### config.mk
export PLATFORM = sky130hd
export DESIGN_NAME = multi_channel_brightness_fader
export DESIGN_NICKNAME = d
export VERILOG_FILES = /design/src/hdl/mcbf_pkg.sv /design/src/hdl/mcbf_chan_store.sv /design/src/hdl/mcbf_div.sv /design/src/hdl/mcbf_mul.sv /design/src/hdl/multi_channel_brightness_fader.sv
export SDC_FILE = /design/constraint.sdc
export NUM_CORES = 1
export LEC_CHECK = 0
export BUFFER_PORTS_ARGS = -buffer_cell sky130_fd_sc_hd__buf_2
export CORE_UTILIZATION = 43
export CTS_BUF_LIST = sky130_fd_sc_hd__clkbuf_4 sky130_fd_sc_hd__clkbuf_8
export DETAILED_ROUTE_END_ITERATION = 7
export MAX_ROUTING_LAYER = met4
export REMOVE_ABC_BUFFERS = 1
export SLEW_MARGIN = 40
export SYNTH_ARGS = -nofsm -noshare
export SYNTH_HDL_FRONTEND = slang
export SYNTH_SLANG_ARGS = --single-unit
### constraint.sdc
create_clock -name clk -period 7.6 [get_ports clk]
set_input_delay 0.38 -clock clk [delete_from_list [all_inputs] [get_ports clk]]
set_output_delay 0.38 -clock clk [all_outputs]
set_load 0.1 [all_outputs]
### src/hdl/mcbf_pkg.sv
package mcbf_pkg;

  localparam int CH_W     = 3;
  localparam int LEVEL_W  = 8;
  localparam int NOW_W    = 32;
  localparam int CFG_W    = 16;
  localparam int CIDX_W   = 3;
  localparam int NCH_W    = 4;
  localparam int FRAC_W   = 16;
  localparam int STEP_W   = LEVEL_W + FRAC_W;
  localparam int MODE_W   = 2;

  localparam int MAX_CHANNELS_DEF = 8;
  // channel field reaches this many entries at most
  localparam int CH_SPAN = 1 << CH_W;

  localparam logic [STEP_W-1:0] TOTAL_CAP = {{LEVEL_W{1'b1}}, {FRAC_W{1'b0}}};

  localparam logic [CFG_W-1:0]   RUN_TIME_RST = 16'd1000;
  localparam logic [CFG_W-1:0]   INTERVAL_RST = 16'd20;
  localparam logic [LEVEL_W-1:0] MIN_RST      = 8'd0;
  localparam logic               FADE_IN_RST  = 1'b1;
  localparam logic [NCH_W-1:0]   NCH_RST      = 4'd8;

  typedef enum logic [MODE_W-1:0] {
    MODE_LOAD    = 2'd0,
    MODE_TICK    = 2'd1,
    MODE_RESTART = 2'd2,
    MODE_NONE    = 2'd3
  } mode_t;

  typedef enum logic [CIDX_W-1:0] {
    CFG_RUN_TIME = 3'd0,
    CFG_INTERVAL = 3'd1,
    CFG_MIN      = 3'd2,
    CFG_FADE_IN  = 3'd3,
    CFG_NCH      = 3'd4
  } cfg_idx_t;

  // brightness of one channel for the current running total
  function automatic logic [LEVEL_W-1:0] fade_level(
    input logic [LEVEL_W-1:0] orig,
    input logic [LEVEL_W-1:0] mn,
    input logic [STEP_W-1:0]  total,
    input logic               fade_in
  );
    logic [LEVEL_W:0]   up;
    logic [LEVEL_W+1:0] dn;
    logic [LEVEL_W-1:0] res;
    up = {1'b0, mn} + {1'b0, total[STEP_W-1:FRAC_W]};
    // floor(orig - total): borrow one more when the fraction is nonzero
    dn = {2'b00, orig} - {2'b00, total[STEP_W-1:FRAC_W]}
         - (LEVEL_W+2)'(|total[FRAC_W-1:0]);
    if (fade_in) begin
      res = (up > {1'b0, orig}) ? orig : up[LEVEL_W-1:0];
    end else if (dn[LEVEL_W+1] || (dn[LEVEL_W-1:0] < mn)) begin
      res = mn;
    end else begin
      res = dn[LEVEL_W-1:0];
    end
    return res;
  endfunction

endpackage

### src/hdl/mcbf_chan_store.sv
module mcbf_chan_store #(
  parameter int DEPTH = mcbf_pkg::MAX_CHANNELS_DEF
) (
  input  logic                         clk,
  input  logic                         rst_n,
  input  logic                         wr_en,
  input  logic [mcbf_pkg::CH_W-1:0]    wr_ch,
  input  logic [mcbf_pkg::LEVEL_W-1:0] wr_level,
  input  logic                         wr_present,
  input  logic [mcbf_pkg::NCH_W-1:0]   rd_ch,
  input  logic [mcbf_pkg::NCH_W-1:0]   limit,
  output logic [mcbf_pkg::LEVEL_W-1:0] rd_level,
  output logic                         rd_present,
  output logic                         rd_more
);

  localparam int IDX_W = (DEPTH > 1) ? $clog2(DEPTH) : 1;

  logic [mcbf_pkg::LEVEL_W-1:0] orig_r [DEPTH];
  logic [DEPTH-1:0]             pres_r;
  logic [DEPTH-1:0]             pres_nxt;
  logic                         in_range;
  logic                         wr_ok;

  assign wr_ok    = wr_en && ({1'b0, wr_ch} < (mcbf_pkg::CH_W+1)'(DEPTH));
  assign in_range = rd_ch < mcbf_pkg::NCH_W'(DEPTH);

  always_comb begin
    pres_nxt = pres_r;
    if (wr_ok) begin
      pres_nxt[wr_ch[IDX_W-1:0]] = wr_present;
    end
  end

  always_ff @(posedge clk) begin
    if (!rst_n) begin
      pres_r <= '0;
    end else begin
      pres_r <= pres_nxt;
    end
  end

  always_ff @(posedge clk) begin
    if (wr_ok) begin
      orig_r[wr_ch[IDX_W-1:0]] <= wr_level;
    end
  end

  assign rd_level   = in_range ? orig_r[rd_ch[IDX_W-1:0]] : '0;
  assign rd_present = in_range && pres_r[rd_ch[IDX_W-1:0]];

  // any present channel after the one being read, still inside the limit
  always_comb begin
    rd_more = 1'b0;
    for (int j = 0; j < DEPTH; j++) begin
      if (pres_r[j] && (mcbf_pkg::NCH_W'(j) > rd_ch) && (mcbf_pkg::NCH_W'(j) < limit)) begin
        rd_more = 1'b1;
      end
    end
  end

endmodule

### src/hdl/mcbf_div.sv
module mcbf_div (
  input  logic                        clk,
  input  logic                        rst_n,
  input  logic                        start,
  input  logic [mcbf_pkg::STEP_W-1:0] dividend,
  input  logic [mcbf_pkg::CFG_W-1:0]  divisor,
  output logic                        done,
  output logic [mcbf_pkg::STEP_W-1:0] quotient
);

  localparam int DVD_W = mcbf_pkg::STEP_W;
  localparam int DEN_W = mcbf_pkg::CFG_W;
  localparam int CNT_W = $clog2(DVD_W);
  localparam logic [CNT_W-1:0] LAST = CNT_W'(DVD_W - 1);

  logic             busy_r, busy_nxt;
  logic [CNT_W-1:0] cnt_r, cnt_nxt;
  logic [DVD_W-1:0] dvd_r, dvd_nxt;
  logic [DVD_W-1:0] q_r, q_nxt;
  logic [DEN_W-1:0] rem_r, rem_nxt;
  logic [DEN_W:0]   rem_sh;
  logic             ge;

  // one quotient bit per cycle, restoring
  assign rem_sh = {rem_r, dvd_r[DVD_W-1]};
  assign ge     = rem_sh >= {1'b0, divisor};
  assign done   = busy_r && (cnt_r == LAST);
  assign quotient = {q_r[DVD_W-2:0], ge};

  always_comb begin
    busy_nxt = busy_r;
    cnt_nxt  = cnt_r;
    dvd_nxt  = dvd_r;
    q_nxt    = q_r;
    rem_nxt  = rem_r;
    if (start) begin
      busy_nxt = 1'b1;
      cnt_nxt  = '0;
      dvd_nxt  = dividend;
      q_nxt    = '0;
      rem_nxt  = '0;
    end else if (busy_r) begin
      rem_nxt = ge ? DEN_W'(rem_sh - {1'b0, divisor}) : rem_sh[DEN_W-1:0];
      q_nxt   = quotient;
      dvd_nxt = {dvd_r[DVD_W-2:0], 1'b0};
      cnt_nxt = cnt_r + 1'b1;
      if (done) begin
        busy_nxt = 1'b0;
      end
    end
  end

  always_ff @(posedge clk) begin
    if (!rst_n) begin
      busy_r <= 1'b0;
      cnt_r  <= '0;
    end else begin
      busy_r <= busy_nxt;
      cnt_r  <= cnt_nxt;
    end
  end

  always_ff @(posedge clk) begin
    dvd_r <= dvd_nxt;
    q_r   <= q_nxt;
    rem_r <= rem_nxt;
  end

endmodule

### src/hdl/mcbf_mul.sv
module mcbf_mul (
  input  logic                        clk,
  input  logic                        rst_n,
  input  logic                        start,
  input  logic [mcbf_pkg::STEP_W-1:0] mcand,
  input  logic [mcbf_pkg::NOW_W-1:0]  mplier,
  output logic                        done,
  output logic [mcbf_pkg::STEP_W-1:0] prod_lo,
  output logic                        prod_ovf
);

  localparam int A_W   = mcbf_pkg::STEP_W;
  localparam int B_W   = mcbf_pkg::NOW_W;
  localparam int CNT_W = $clog2(B_W);
  localparam logic [CNT_W-1:0] LAST = CNT_W'(B_W - 1);

  logic             busy_r, busy_nxt;
  logic [CNT_W-1:0] cnt_r, cnt_nxt;
  logic [B_W-1:0]   b_r, b_nxt;
  logic [A_W-1:0]   hi_r, hi_nxt;
  logic [B_W-1:0]   lo_r, lo_nxt;
  logic [A_W:0]     add;

  // shift-add, multiplier LSB first, product shifts right into lo
  assign add = {1'b0, hi_r} + (b_r[0] ? {1'b0, mcand} : '0);
  assign done     = busy_r && (cnt_r == LAST);
  assign prod_lo  = lo_nxt[A_W-1:0];
  assign prod_ovf = (|hi_nxt) || (|lo_nxt[B_W-1:A_W]);

  always_comb begin
    busy_nxt = busy_r;
    cnt_nxt  = cnt_r;
    b_nxt    = b_r;
    hi_nxt   = hi_r;
    lo_nxt   = lo_r;
    if (start) begin
      busy_nxt = 1'b1;
      cnt_nxt  = '0;
      b_nxt    = mplier;
      hi_nxt   = '0;
      lo_nxt   = '0;
    end else if (busy_r) begin
      hi_nxt  = add[A_W:1];
      lo_nxt  = {add[0], lo_r[B_W-1:1]};
      b_nxt   = {1'b0, b_r[B_W-1:1]};
      cnt_nxt = cnt_r + 1'b1;
      if (done) begin
        busy_nxt = 1'b0;
      end
    end
  end

  always_ff @(posedge clk) begin
    if (!rst_n) begin
      busy_r <= 1'b0;
      cnt_r  <= '0;
    end else begin
      busy_r <= busy_nxt;
      cnt_r  <= cnt_nxt;
    end
  end

  always_ff @(posedge clk) begin
    b_r  <= b_nxt;
    hi_r <= hi_nxt;
    lo_r <= lo_nxt;
  end

endmodule

### src/hdl/multi_channel_brightness_fader.sv
// Load items: no beats out. Restart mid-fade and the tick that ends the fade:
// a walk over the channels in use that sends the stored originals out. Fade update
// tick: a check, the bit-serial multiplier, then a walk over the channels in use;
// the first tick adds a max scan and the bit-serial divider. One item at a time;
// the next is taken once the last beat sits in the output register. Synchronous
// active-low reset clears control, flags, presence and configuration; stored levels
// stay undefined until loaded.
module multi_channel_brightness_fader #(
  parameter int MAX_CHANNELS = mcbf_pkg::MAX_CHANNELS_DEF
) (
  input  logic                          clk,
  input  logic                          rst_n,
  input  logic                          in_valid,
  output logic                          in_stall,
  input  logic [mcbf_pkg::MODE_W-1:0]   in_mode,
  input  logic [mcbf_pkg::CH_W-1:0]     in_channel,
  input  logic [mcbf_pkg::LEVEL_W-1:0]  in_level,
  input  logic                          in_present,
  input  logic [mcbf_pkg::NOW_W-1:0]    in_now_ms,
  output logic                          out_valid,
  input  logic                          out_stall,
  output logic [mcbf_pkg::CH_W-1:0]     out_channel,
  output logic [mcbf_pkg::LEVEL_W-1:0]  out_level,
  output logic                          out_last,
  output logic                          out_fade_done,
  input  logic                          cfg_valid,
  output logic                          cfg_ready,
  input  logic [mcbf_pkg::CIDX_W-1:0]   cfg_index,
  input  logic [mcbf_pkg::CFG_W-1:0]    cfg_data
);

  localparam int STORE_DEPTH = (MAX_CHANNELS < mcbf_pkg::CH_SPAN) ? MAX_CHANNELS
                                                                  : mcbf_pkg::CH_SPAN;
  localparam int NCH_W  = mcbf_pkg::NCH_W;
  localparam int LVL_W  = mcbf_pkg::LEVEL_W;
  localparam int STEP_W = mcbf_pkg::STEP_W;
  localparam int NOW_W  = mcbf_pkg::NOW_W;
  localparam int CFG_W  = mcbf_pkg::CFG_W;

  typedef enum logic [5:0] {
    ST_IDLE  = 6'b000001,
    ST_SCAN  = 6'b000010,
    ST_DIV   = 6'b000100,
    ST_CHECK = 6'b001000,
    ST_MUL   = 6'b010000,
    ST_EMIT  = 6'b100000
  } state_t;

  state_t state_r, state_nxt;

  logic [CFG_W-1:0] run_time_r, run_time_nxt;
  logic [CFG_W-1:0] interval_r, interval_nxt;
  logic [LVL_W-1:0] min_r, min_nxt;
  logic             fade_in_r, fade_in_nxt;
  logic [NCH_W-1:0] nch_r, nch_nxt;

  logic              started_r, started_nxt;
  logic              done_r, done_nxt;
  logic [NOW_W-1:0]  start_time_r, start_time_nxt;
  logic [NOW_W-1:0]  prev_r, prev_nxt;
  logic [NOW_W-1:0]  now_r, now_nxt;
  logic [STEP_W-1:0] step_r, step_nxt;
  logic [STEP_W-1:0] total_r, total_nxt;
  logic [NCH_W-1:0]  cnt_r, cnt_nxt;
  logic [LVL_W-1:0]  mx_r, mx_nxt;
  logic              emit_orig_r, emit_orig_nxt;
  logic              done_bit_r, done_bit_nxt;

  logic                         out_valid_r, out_valid_nxt;
  logic [mcbf_pkg::CH_W-1:0]    out_channel_r, out_channel_nxt;
  logic [LVL_W-1:0]             out_level_r, out_level_nxt;
  logic                         out_last_r, out_last_nxt;
  logic                         out_fade_done_r, out_fade_done_nxt;

  logic              in_acc;
  logic              load_en;
  logic [NCH_W-1:0]  limit;
  logic [LVL_W-1:0]  rd_level;
  logic              rd_present;
  logic              rd_more;
  logic              out_free;
  logic              div_start, div_done;
  logic [STEP_W-1:0] div_q;
  logic              mul_start, mul_done;
  logic [STEP_W-1:0] mul_lo;
  logic              mul_ovf;
  logic [NOW_W-1:0]  since_start;
  logic [NOW_W-1:0]  elapsed;
  logic [STEP_W:0]   acc_sum;

  assign in_stall  = (state_r != ST_IDLE);
  assign in_acc    = in_valid && !in_stall;
  assign load_en   = in_acc && (in_mode == mcbf_pkg::MODE_LOAD);
  assign cfg_ready = 1'b1;
  assign out_free  = !out_valid_r || !out_stall;
  assign limit     = (nch_r > NCH_W'(STORE_DEPTH)) ? NCH_W'(STORE_DEPTH) : nch_r;

  assign since_start = now_r - start_time_r;
  assign elapsed     = now_r - prev_r;
  assign acc_sum     = {1'b0, total_r} + {1'b0, mul_lo};

  mcbf_chan_store #(
    .DEPTH (STORE_DEPTH)
  ) u_store (
    .clk        (clk),
    .rst_n      (rst_n),
    .wr_en      (load_en),
    .wr_ch      (in_channel),
    .wr_level   (in_level),
    .wr_present (in_present),
    .rd_ch      (cnt_r),
    .limit      (limit),
    .rd_level   (rd_level),
    .rd_present (rd_present),
    .rd_more    (rd_more)
  );

  mcbf_div u_div (
    .clk      (clk),
    .rst_n    (rst_n),
    .start    (div_start),
    .dividend ({LVL_W'(mx_r - min_r), {mcbf_pkg::FRAC_W{1'b0}}}),
    .divisor  (run_time_r),
    .done     (div_done),
    .quotient (div_q)
  );

  mcbf_mul u_mul (
    .clk      (clk),
    .rst_n    (rst_n),
    .start    (mul_start),
    .mcand    (step_r),
    .mplier   (elapsed),
    .done     (mul_done),
    .prod_lo  (mul_lo),
    .prod_ovf (mul_ovf)
  );

  always_comb begin
    run_time_nxt = run_time_r;
    interval_nxt = interval_r;
    min_nxt      = min_r;
    fade_in_nxt  = fade_in_r;
    nch_nxt      = nch_r;
    if (cfg_valid && cfg_ready) begin
      case (cfg_index)
        mcbf_pkg::CFG_RUN_TIME: run_time_nxt = cfg_data;
        mcbf_pkg::CFG_INTERVAL: interval_nxt = cfg_data;
        mcbf_pkg::CFG_MIN:      min_nxt      = cfg_data[LVL_W-1:0];
        mcbf_pkg::CFG_FADE_IN:  fade_in_nxt  = cfg_data[0];
        mcbf_pkg::CFG_NCH:      nch_nxt      = cfg_data[NCH_W-1:0];
        default: ;
      endcase
    end
  end

  always_comb begin
    state_nxt         = state_r;
    started_nxt       = started_r;
    done_nxt          = done_r;
    start_time_nxt    = start_time_r;
    prev_nxt          = prev_r;
    now_nxt           = now_r;
    step_nxt          = step_r;
    total_nxt         = total_r;
    cnt_nxt           = cnt_r;
    mx_nxt            = mx_r;
    emit_orig_nxt     = emit_orig_r;
    done_bit_nxt      = done_bit_r;
    out_valid_nxt     = out_valid_r && out_stall;
    out_channel_nxt   = out_channel_r;
    out_level_nxt     = out_level_r;
    out_last_nxt      = out_last_r;
    out_fade_done_nxt = out_fade_done_r;
    div_start         = 1'b0;
    mul_start         = 1'b0;

    case (state_r)
      ST_IDLE: begin
        if (in_acc) begin
          case (in_mode)
            mcbf_pkg::MODE_TICK: begin
              now_nxt = in_now_ms;
              if (!done_r) begin
                if (started_r) begin
                  state_nxt = ST_CHECK;
                end else begin
                  start_time_nxt = in_now_ms;
                  prev_nxt       = in_now_ms - NOW_W'(interval_r);
                  started_nxt    = 1'b1;
                  if (run_time_r == '0) begin
                    step_nxt  = '0;
                    state_nxt = ST_CHECK;
                  end else begin
                    mx_nxt    = '0;
                    cnt_nxt   = '0;
                    state_nxt = ST_SCAN;
                  end
                end
              end
            end
            mcbf_pkg::MODE_RESTART: begin
              if (started_r && !done_r) begin
                emit_orig_nxt = 1'b1;
                done_bit_nxt  = 1'b0;
                cnt_nxt       = '0;
                state_nxt     = ST_EMIT;
              end
              started_nxt = 1'b0;
              done_nxt    = 1'b0;
              total_nxt   = '0;
            end
            default: ;
          endcase
        end
      end

      ST_SCAN: begin
        if (cnt_r >= limit) begin
          if (mx_r > min_r) begin
            div_start = 1'b1;
            state_nxt = ST_DIV;
          end else begin
            step_nxt  = '0;
            state_nxt = ST_CHECK;
          end
        end else begin
          if (rd_present && (rd_level > mx_r)) begin
            mx_nxt = rd_level;
          end
          cnt_nxt = cnt_r + 1'b1;
        end
      end

      ST_DIV: begin
        if (div_done) begin
          step_nxt  = div_q;
          state_nxt = ST_CHECK;
        end
      end

      ST_CHECK: begin
        if (since_start >= NOW_W'(run_time_r)) begin
          done_nxt      = 1'b1;
          emit_orig_nxt = 1'b1;
          done_bit_nxt  = 1'b1;
          cnt_nxt       = '0;
          state_nxt     = ST_EMIT;
        end else if (elapsed < NOW_W'(interval_r)) begin
          state_nxt = ST_IDLE;
        end else begin
          mul_start = 1'b1;
          state_nxt = ST_MUL;
        end
      end

      ST_MUL: begin
        if (mul_done) begin
          // saturate the running total at full scale
          if (mul_ovf || (acc_sum > {1'b0, mcbf_pkg::TOTAL_CAP})) begin
            total_nxt = mcbf_pkg::TOTAL_CAP;
          end else begin
            total_nxt = acc_sum[STEP_W-1:0];
          end
          prev_nxt      = now_r;
          emit_orig_nxt = 1'b0;
          done_bit_nxt  = 1'b0;
          cnt_nxt       = '0;
          state_nxt     = ST_EMIT;
        end
      end

      ST_EMIT: begin
        if (cnt_r >= limit) begin
          state_nxt = ST_IDLE;
        end else if (!rd_present) begin
          cnt_nxt = cnt_r + 1'b1;
        end else if (out_free) begin
          out_valid_nxt     = 1'b1;
          out_channel_nxt   = cnt_r[mcbf_pkg::CH_W-1:0];
          out_level_nxt     = emit_orig_r ? rd_level
                              : mcbf_pkg::fade_level(rd_level, min_r, total_r, fade_in_r);
          out_last_nxt      = !rd_more;
          out_fade_done_nxt = done_bit_r;
          cnt_nxt           = cnt_r + 1'b1;
        end
      end

      default: state_nxt = ST_IDLE;
    endcase
  end

  always_ff @(posedge clk) begin
    if (!rst_n) begin
      state_r      <= ST_IDLE;
      run_time_r   <= mcbf_pkg::RUN_TIME_RST;
      interval_r   <= mcbf_pkg::INTERVAL_RST;
      min_r        <= mcbf_pkg::MIN_RST;
      fade_in_r    <= mcbf_pkg::FADE_IN_RST;
      nch_r        <= mcbf_pkg::NCH_RST;
      started_r    <= 1'b0;
      done_r       <= 1'b0;
      start_time_r <= '0;
      prev_r       <= '0;
      step_r       <= '0;
      total_r      <= '0;
      cnt_r        <= '0;
      emit_orig_r  <= 1'b0;
      done_bit_r   <= 1'b0;
      out_valid_r  <= 1'b0;
    end else begin
      state_r      <= state_nxt;
      run_time_r   <= run_time_nxt;
      interval_r   <= interval_nxt;
      min_r        <= min_nxt;
      fade_in_r    <= fade_in_nxt;
      nch_r        <= nch_nxt;
      started_r    <= started_nxt;
      done_r       <= done_nxt;
      start_time_r <= start_time_nxt;
      prev_r       <= prev_nxt;
      step_r       <= step_nxt;
      total_r      <= total_nxt;
      cnt_r        <= cnt_nxt;
      emit_orig_r  <= emit_orig_nxt;
      done_bit_r   <= done_bit_nxt;
      out_valid_r  <= out_valid_nxt;
    end
  end

  always_ff @(posedge clk) begin
    now_r           <= now_nxt;
    mx_r            <= mx_nxt;
    out_channel_r   <= out_channel_nxt;
    out_level_r     <= out_level_nxt;
    out_last_r      <= out_last_nxt;
    out_fade_done_r <= out_fade_done_nxt;
  end

  assign out_valid     = out_valid_r;
  assign out_channel   = out_channel_r;
  assign out_level     = out_level_r;
  assign out_last      = out_last_r;
  assign out_fade_done = out_fade_done_r;

`ifndef SYNTHESIS
  a_total_capped: assert property (@(posedge clk) disable iff (!rst_n)
    total_r <= mcbf_pkg::TOTAL_CAP)
    else $error("running total above full scale");

  a_div_in_state: assert property (@(posedge clk) disable iff (!rst_n)
    div_done |-> (state_r == ST_DIV))
    else $error("divider finished outside its wait state");

  a_mul_in_state: assert property (@(posedge clk) disable iff (!rst_n)
    mul_done |-> (state_r == ST_MUL))
    else $error("multiplier finished outside its wait state");

  a_done_needs_start: assert property (@(posedge clk) disable iff (!rst_n)
    done_r |-> started_r)
    else $error("fade marked done without having started");
`endif

endmodule

==> reports/metrics.csv <==
stage,metric,value,unit
outcome,outcome,finished clean,
power,VDD IR-drop max,0.139,mV
global_routing,initial antenna violation count,2,
clock_network,CTS H-Tree Depth,3,
synthesis,Syn. warnings,0,
timing,Setup Skew,0.0360,ns
cells_and_area,nets@finish,3581,
synthesis,synthesized area,28500,sq um
placed_design,routability-driven placement congestion ratio,0.979,
synthesis,synth unique cells,96,
synthesis,Seq cells post-synth,447,
clock_network,CTS sink cnt,447,
critical_path,family with the most delay on the worst path,simple AND/OR/NAND/NOR gates,
global_routing,vias in the first global route,23300,
floorplan,Die Y-Extent,259,um
timing,Fmax achieved,0.136,GHz
routing,Via density,5.69,
global_routing,first-pass GRT wire length,125000,um
floorplan,Die Area,67200,sq um
placed_design,post-DP HPWL,58400,um
synthesis,Post-Syn Instances,3140,
global_routing,pin count of the biggest net entering global routing,77,
worst_hold_path,HP Class,primary input to flop,
critical_path,worst path bufs/invs,3,
critical_path,worst path arrival time,7.91,ns
power,Static Leak,12.6,nW
cells_and_area,Layout Area Growth over Synthesis,13.8,%
synthesis,Synth Area per Inst,9.06,sq um
critical_path,WS Path Type,flop to flop,
clock_network,clock latency on the worst-skew pair,0.68,ns
cells_and_area,Layout Utilization,0.499,
routing,via count,23800,
clock_network,Root Driver,clkbuf_8,
critical_path,startpoint types,flop,
synthesis,dominant synthesized flop cell,dfxtp_1,
critical_path,"slowest stage delay, CP",0.54,ns
global_routing,total grt overflow,0,
routing,post-route ant nets,0,
timing,Worst Hold Slack,0.0605,ns
timing,Worst Tran Pin Value,0.852,ns
critical_path,slowest CP cell,or3b_2,
routing,initial DRC count,1608,
clock_network,clock-pin transition on the worst setup and hold timing paths,0.06,ns
floorplan,IO Count,86,
floorplan,row cnt,93,
routing,Wirelength per Cell,18.9,um
floorplan,Die Width,259,um
routing,First-pass DRT Iterations,5,
timing,final setup fails,0,
critical_path,Critical Path Sink Type,flop,
timing,Slew Limit Fails,0,
floorplan,core area,64900,sq um
timing,final hold vios,0,
timing,Period minus WS final,7.36,ns
synthesis,async set-reset flop share out of synthesis,0,
floorplan,initial core utilization,0.438,
placed_design,PortBufs,84,
critical_path,Critical Path RT,8.15,ns
clock_network,Max Root-Sink Buffers,3,
global_routing,gr usage total,0.241,
critical_path,crit-path max FO,8,
clock_network,TritonCTS Buffers,81,
cells_and_area,share of cells above drive strength 1,0.126,
timing,Slew headroom,0.432,
run,max cap viols,0,
routing,final wirelength,79400,um
synthesis,sequential area share after synthesis,0.370,
timing,period utilization,0.968,
power,Power Dens Cells,238,nW/um^2
synthesis,"EDFF count, synth",157,
clock_network,CTS tree,done,
routing,DRC violations left,0,
cell families (layout without fill, tap and decap cells):
family                   count (synthesis)  in the layout  share of synthesized area
AND/OR/NAND/NOR                       1021           1021                      0.176
other                                    1              3                   0.000132
adder cells (fa/ha/maj)                240            240                      0.108
multiplexers                           151            151                     0.0622
AO/OA/AOI/OAI                          805            805                      0.194
flip-flops                             447            447                      0.370
XOR/XNOR                               143            143                     0.0440
buffers and inverters                  332            527                     0.0462
worst register-to-register path, delay by kind of cell, from the launching register on:
family | cells | cell delay (ns)
and+or+nand+nor | 12 | 2.56
xor gates and xnor gates | 2 | 0.37
buffers and inverters | 3 | 0.50
AOI/OAI and AO/OA | 12 | 2.41
DFF | 1 | 0.45
adders and majority gates | 3 | 0.96
per-layer routing:
| layer | up-vias | GRT usage | share of wire |
|---|---|---|---|
| met5 | - | - | 0 |
| met4 | 0 | 0.0781 | 0.025 |
| met3 | 112 | 0.0467 | 0.067 |
| met2 | 610 | 0.362 | 0.44 |
| met1 | 11400 | 0.324 | 0.47 |
| li1 | 11700 | - | - |
cell usage after synthesis, types with 9 or more instances:
cell type | instances | share of area
nor2_1 | 239 | 0.032
mux2i_1 | 106 | 0.037
clkbuf_1 | 110 | 0.015
o31ai_1 | 19 | 0.0050
o221ai_1 | 17 | 0.0052
mux2_2 | 27 | 0.011
nand2_1 | 320 | 0.042
a32o_1 | 17 | 0.0060
o21ai_0 | 132 | 0.023
buf_2 | 9 | 0.0016
nor4_1 | 34 | 0.0075
fa_1 | 9 | 0.0063
o211ai_1 | 35 | 0.0092
or2_2 | 17 | 0.0037
nor3_1 | 55 | 0.0097
a21oi_1 | 168 | 0.030
nor2b_1 | 63 | 0.014
o2111ai_1 | 11 | 0.0034
nand4_1 | 75 | 0.016
and2_1 | 39 | 0.0086
xor2_1 | 61 | 0.019
nand2b_1 | 37 | 0.0081
and3_1 | 12 | 0.0026
nand3_1 | 41 | 0.0072
mux4_2 | 18 | 0.014
a211oi_1 | 22 | 0.0058
o21a_1 | 50 | 0.013
edfxtp_1 | 157 | 0.17
a21boi_0 | 100 | 0.026
inv_1 | 194 | 0.026
o21bai_1 | 21 | 0.0055
or3_1 | 27 | 0.0059
dfxtp_1 | 290 | 0.20
nor3b_1 | 10 | 0.0026
o211a_1 | 10 | 0.0035
a31oi_1 | 35 | 0.0077
a21o_1 | 62 | 0.016
xnor2_1 | 82 | 0.025
ha_1 | 231 | 0.10
worst paths after layout:
| check | from | end | slack, ns | cells past startpoint |
|---|---|---|---|---|
| hold / removal | in_present | u_store.pres_r[7]$_SDFFE_PN0P_ | 0.06 | 3 |
| setup reg to reg | now_r[5]$_DFFE_PP_ | total_r[2]$_SDFFE_PN0P_ | 0.24 | 32 |
| hold reg to reg | done_bit_r$_SDFFE_PN0P_ | out_fade_done$_DFFE_PP_ | 0.45 | 0 |
| setup / recovery | now_r[5]$_DFFE_PP_ | total_r[2]$_SDFFE_PN0P_ | 0.24 | 32 |
per-stage QoR:
| step | std cells | setup WS [ns] | power, mW | instance area (sq um) | setup TNS [ns] |
|---|---|---|---|---|---|
| floorplan | 3004 | -1.66 | 4.52 | 27900 | -35.03 |
| global placement | 3983 | 0.0473 | 5.17 | 29700 | 0 |
| detailed placement | 3985 | -0.151 | 5.22 | 29800 | -2.29 |
| CTS | 4183 | 0.0157 | 7.69 | 32000 | 0 |
| global route | 4192 | -0.136 | 8.17 | 32400 | -1.96 |
| finish | 4192 | 0.243 | 7.69 | 32400 | 0 |
final cells by class:
type                            count  area, sq um
Antenna cell                        2         5.00
Clock buffer                      120         1490
Clock inverter                     27          225
Fill cell                        6129        32600
Inverter                          196          736
Multi-Input combinational cell   2361        17000
Sequential cell                   447        10500
Tap cell                          855         1070
Timing Repair Buffer              184         1370
power by group:
| group | internal, mW | switching [mW] | total, mW | leakage (nW) |
|---|---|---|---|---|
| combinational | 0.948 | 1.58 | 2.52 | 7.91 |
| clock | 1.36 | 1.06 | 2.42 | 0.912 |
| sequential | 2.64 | 0.106 | 2.75 | 3.76 |
| total | 4.95 | 2.74 | 7.69 | 12.6 |
sequential cells by signal, summed over array words and instances, names as in the netlist, 16 cells and up, named ones only:
name / cells
now_r: 32
run_time_r: 16
interval_r: 16
u_mul.hi_r: 24
u_div.q_r: 23
prev_r: 32
start_time_r: 32
u_mul.lo_r: 32
step_r: 24
u_store.orig_r: 64
u_div.rem_r: 16
total_r: 24
u_mul.b_r: 32
cells in the final DEF, fill, tap and decap left out, types with 82 or more instances in the layout:
cell type	count
a21boi_0	99
a21oi_1	159
buf_2	83
clkbuf_8	94
dfxtp_1	287
edfxtp_1	157
ha_1	224
inv_1	194
mux2i_1	106
nand2_1	318
nor2_1	234
o21ai_0	127
xnor2_1	82
what timing repair did:
item	CTS	global route
gates cloned	0	1
pin swaps	1	26
setup buffers	3	6
hold buffers	48	0
hold endpoints to repair	138	0
gates resized for setup	1	55
setup endpoints to repair	17	24
Power figures use the tool's default switching activity.
